File: src/hdl/masked_event_queue_assert.svh
// Assertion macros for the masked event queue.
// No dependencies; taken in by `include in the files that assert.
`ifndef MASKED_EVENT_QUEUE_ASSERT_SVH
`define MASKED_EVENT_QUEUE_ASSERT_SVH
`ifndef SYNTH
`define MEQ_ASSERT_IMP(label, clk, rst_n, ante, cons, msg) \
	label: assert property (@(posedge clk) disable iff (!rst_n) (ante) |-> (cons)) \
		else $error(msg);
`define MEQ_ASSERT_NEXT(label, clk, rst_n, ante, cons, msg) \
	label: assert property (@(posedge clk) disable iff (!rst_n) (ante) |=> (cons)) \
		else $error(msg);
`else
`define MEQ_ASSERT_IMP(label, clk, rst_n, ante, cons, msg)
`define MEQ_ASSERT_NEXT(label, clk, rst_n, ante, cons, msg)
`endif
`endif

File: src/hdl/meq_ram.sv
// Generic single-port-write, single-port-read RAM with registered read.
// No dependencies.
module meq_ram #(
	parameter int unsigned WIDTH = 8,
	parameter int unsigned DEPTH = 16
) (
	input  logic                     clk,
	input  logic                     we,
	input  logic [$clog2(DEPTH)-1:0] waddr,
	input  logic [WIDTH-1:0]         wdata,
	input  logic [$clog2(DEPTH)-1:0] raddr,
	output logic [WIDTH-1:0]         rdata
);
	logic [WIDTH-1:0] mem [DEPTH];

	always_ff @(posedge clk) begin
		if (we) begin
			mem[waddr] <= wdata;
		end
		rdata <= mem[raddr];
	end
endmodule

File: config.mk
export PLATFORM = sky130hd
export DESIGN_NAME = meq_ram
export DESIGN_NICKNAME = d
export VERILOG_FILES = /design/src/hdl/masked_event_queue_assert.svh /design/src/hdl/meq_ram.sv
export SDC_FILE = /design/constraint.sdc
export NUM_CORES = 1
export LEC_CHECK = 0
export CORE_ASPECT_RATIO = 0.7
export CORE_UTILIZATION = 25
export DETAILED_ROUTE_END_ITERATION = 8
export DONT_BUFFER_PORTS = 1
export PLACE_DENSITY = 0.44
export SLEW_MARGIN = 20
export SYNTH_ARGS = -nofsm -noshare
export SYNTH_HDL_FRONTEND = slang
export SYNTH_SLANG_ARGS = --single-unit
File: constraint.sdc
create_clock -name clk -period 2.1 [get_ports clk]
set_input_delay 0.42 -clock clk [delete_from_list [all_inputs] [get_ports clk]]
set_output_delay 0.42 -clock clk [all_outputs]
set_load 0.005 [all_outputs]
==> parameters.txt <==
Parameter                              Value

Run status
  Status ... complete, no violations

Critical path
  Number of cells on the worst reg-to-reg path ... 3
  CP Class ... register to register
  Largest stage delay, worst path ... 0.52 ns
  Arr. time, crit path ... 1.77 ns
  Critical register-to-register path startpoint ... mem[7][4]
  R2r endpoint ... rdata[4]
  Kind of capture point of the worst setup path ... register
  Worst EP required ... 2.36 ns
  Critical path's slowest cell ... mux4_2
  Critical path fanouts, max ... 1
  Crit start category ... register
  Cells along the critical path ... mux4_2 > a22oi_1 > nand2_1
  Flop2flop setup slack ... 0.59 ns

Yosys
  Arithmetic-cell share of the synthesized area counting full adders, half adders and majority gates ... 0%
  Top cell types by occurrence after synthesis ... edfxtp_1, mux4_2, a22oi_1, mux4_1, nor2_1
  Post-synthesis cell type count ... 19
  Proportion of register bits with asynchronous set or reset after synthesis ... 0%
  Compound-gate portion of the synthesized area ... 2.33%
  Leading cell type by number of instances after synthesis ... edfxtp_1
  Ys flop type ... edfxtp_1
  Gate count after technology mapping ... 229
  Count of state elements after synthesis ... 136
  Netlist area before placement ... 0.00515 mm2
  Dominant combinational cell family by area after synthesis ... multiplexers
  Multiplexer share of the synthesized area ... 15.0%
  Synth Area in Simple Gates ... 3.18%
  Post-Syn Area per Cell ... 22.5 um2
  XOR/XNOR share of the synthesized area ... 0%
  Total of warnings raised by yosys ... 0
  Share of synthesized area occupied by flip-flops and latches ... 77.8%
  Ranking of synthesized cells by area ... edfxtp_1, mux4_2, mux4_1
  Number of enable flip-flop cells after synthesis ... 128
  Most area-hungry cell type in the Yosys netlist ... edfxtp_1
  Post-synth top area share ... 74.7%
  Net count of the mapped netlist ... 247

Place
  HPWL after DPL ... 7090 um
  Placed Instances ... 508
  DP Worst Slack ... 0.401 ns
  GP Congestion ... 0.706
  Number of buffers inserted by port buffering ... 0
  Placement Cell Area ... 0.00554 mm2

STA
  Final clock skew ... 0.00908 ns
  Minimum clock period ... 1.51 ns
  Total of endpoints with negative setup slack in the final report ... 0
  Highest achievable clock rate ... 661 MHz
  Final Hold Viols ... 0
  Post-Route Hold Slack ... 0.114 ns
  Total negative setup slack ... 0 ns
  RSZ-0062 raised after global routing ... false
  Min setup slack post-route ... 0.588 ns
  Crit share post-route ... 72.0%
  Actual transition at the worst max-transition pin ... 0.570 ns
  Final-report max-slew violation count ... 0
  Worst relative slew slack ... 61.9%

Min path
  Startpoint of the tightest hold check path ... wdata[0]
  Number of cells on the worst hold path ... 0
  Sink of the worst hold path ... mem[6][0]
  HP Class ... primary input to register

Detailed routing
  Number of iterations in the first detailed-routing pass ... 4
  DRC viols ... 0
  Total routed wirelength ... 11300 um
  Number of DRC markers in iteration 0 ... 209
  Antenna Nets Post-Route ... 0
  Routed vias/inst ... 4.30
  Post-detailed-route wirelength per cell ... 20.8 um
  Total number of vias ... 2329

Final layout
  Final std cell area, no fill ... 0.00618 mm2
  Total area of multi-input combinational cells ... 0.00106 mm2
  Storage element area ... 0.00400 mm2
  Fin util ... 30.9%
  Filler instances ... 1957
  Fraction of layout cells with a size suffix above 1 ... 24.8%
  Nets ... 275
  Synth-to-layout area growth ... 20.1%
  Number of standard cells in the layout, taps in and fillers out ... 542

GRT
  Via count of the first global-routing pass ... 2398
  First-pass GRT wire length ... 16400 um
  Largest net degree at the start of global routing ... 33
  Overflow left after global routing ... 0
  GRT Resource Usage Total ... 11.3%
  Antenna violations before repair ... 0

Pwr
  Net switching share of the total power ... 17.9%
  Total leakage power ... 2.01 nW
  Switching power ... 1.14 mW
  Internal cell power ... 5.24 mW
  Flop pwr share ... 47.9%
  Share of total power in the clock network ... 49.4%
  Final total power ... 6.38 mW
  Power density normalized to cell area ... 1030 mW/mm2
  Worst ir drop on vdd ... 486 uV
  Combinational cell fraction of total power ... 2.7%

Job
  Number of max-cap violations ... 0

Clock network
  Clock-pin slew on the worst setup and hold paths ... 0.06 ns
  Root buffer cell ... clkbuf_16
  TritonCTS buffer count ... 17
  Clock tree from TritonCTS ... done
  Insertion delay of the later-clocked pin in the worst-skew pair ... 0.40 ns
  Number of gates resized after CTS ... 0
  Post-CTS Setup Inserts ... 0
  Total number of H-tree levels ... 4
  Hold Buf Count CTS ... 0
  Sink count of the clock tree ... 136
  CTS max path bufs ... 2

Floorplan
  Die area ... 0.0212 mm2
  Core area ... 0.0200 mm2
  Height of the chip ... 122 um
  Number of standard-cell rows in the floorplan ... 43
  Horizontal die dimension ... 174 um
  Effective utilization at floorplan ... 25.7%
  Top-Level Pins ... 26
-- worst max-delay path by stage --
stage	start	cells past startpoint	slack, ns	endpoint
detailed placement	waddr[2]	3	0.40	mem[3][1]
CTS	mem[1][3]	3	0.60	rdata[3]
floorplan	waddr[2]	2	0.19	mem[0][0]
global route	mem[1][3]	3	0.53	rdata[3]
finish	mem[7][4]	3	0.59	rdata[4]
global placement	waddr[2]	3	0.41	mem[3][5]
-- worst max-delay path, delay by kind of cell, from the launching register on --
family | cells | cell delay [ns]
AO/OA/AOI/OAI | 1 | 0.34
multiplexers | 1 | 0.52
flip-flops | 1 | 0.36
AND/OR/NAND/NOR | 1 | 0.16
-- power groups by stage --
stage | clock network, mW | registers [mW] | logic [mW]
floorplan | 0 | 3.11 | 0.154
global placement | 0 | 3.11 | 0.176
detailed placement | 0 | 3.11 | 0.175
CTS | 3.21 | 3.06 | 0.176
global route | 3.32 | 3.06 | 0.186
finish | 3.15 | 3.06 | 0.174
-- placed cells by master (no fill, tap or decap) --
master,instances
edfxtp_1,128
buf_4,19
mux4_2,18
clkbuf_16,17
a22oi_1,16
mux4_1,14
nor2_1,13
nand2_1,9
dfxtp_1,8
nor3_1,4
clkbuf_8,4
bufinv_16,4
clkinv_2,3
clkbuf_1,3
diode_2,2
nand3b_1,2
nand2b_1,2
nor2b_1,1
and2_1,1
and2b_1,1
nand3_1,1
or3b_2,1
clkinvlp_4,1
-- registers in the layout, indices dropped and copies added, names as in the netlist --
| signal | flops |
|---|---|
| rdata | 8 |
| mem | 128 |
-- logic make-up (layout without fill, tap and decap cells) --
group	Yosys count	in the layout
AND/OR/NAND/NOR	35	35
other	0	2
multiplexers	32	32
flip-flops	136	136
buffers and inverters	10	51
AO/OA/AOI/OAI	16	16
-- layout make-up --
class / count / share of cell area [%]
repair buffers: 19 / 2.31
clock buffers: 24 / 7.96
diodes: 2 / 0.0810
well taps: 270 / 5.47
multi-input cells: 83 / 17.1
flip-flops and latches: 136 / 64.8
clock inverters: 8 / 2.31
-- layer usage --
layer / vias to the layer above / track usage [%] / wire [um] / share of wire [%]
li1: 1031 / - / - / -
met1: 1236 / 16.2 / 5630 / 50
met2: 60 / 16.0 / 4900 / 43
met3: 2 / 3.68 / 677 / 6.0
met4: 0 / 3.98 / 54 / 0.48
met5: - / 0 / 0 / 0
(Power assumes the default switching activity.)
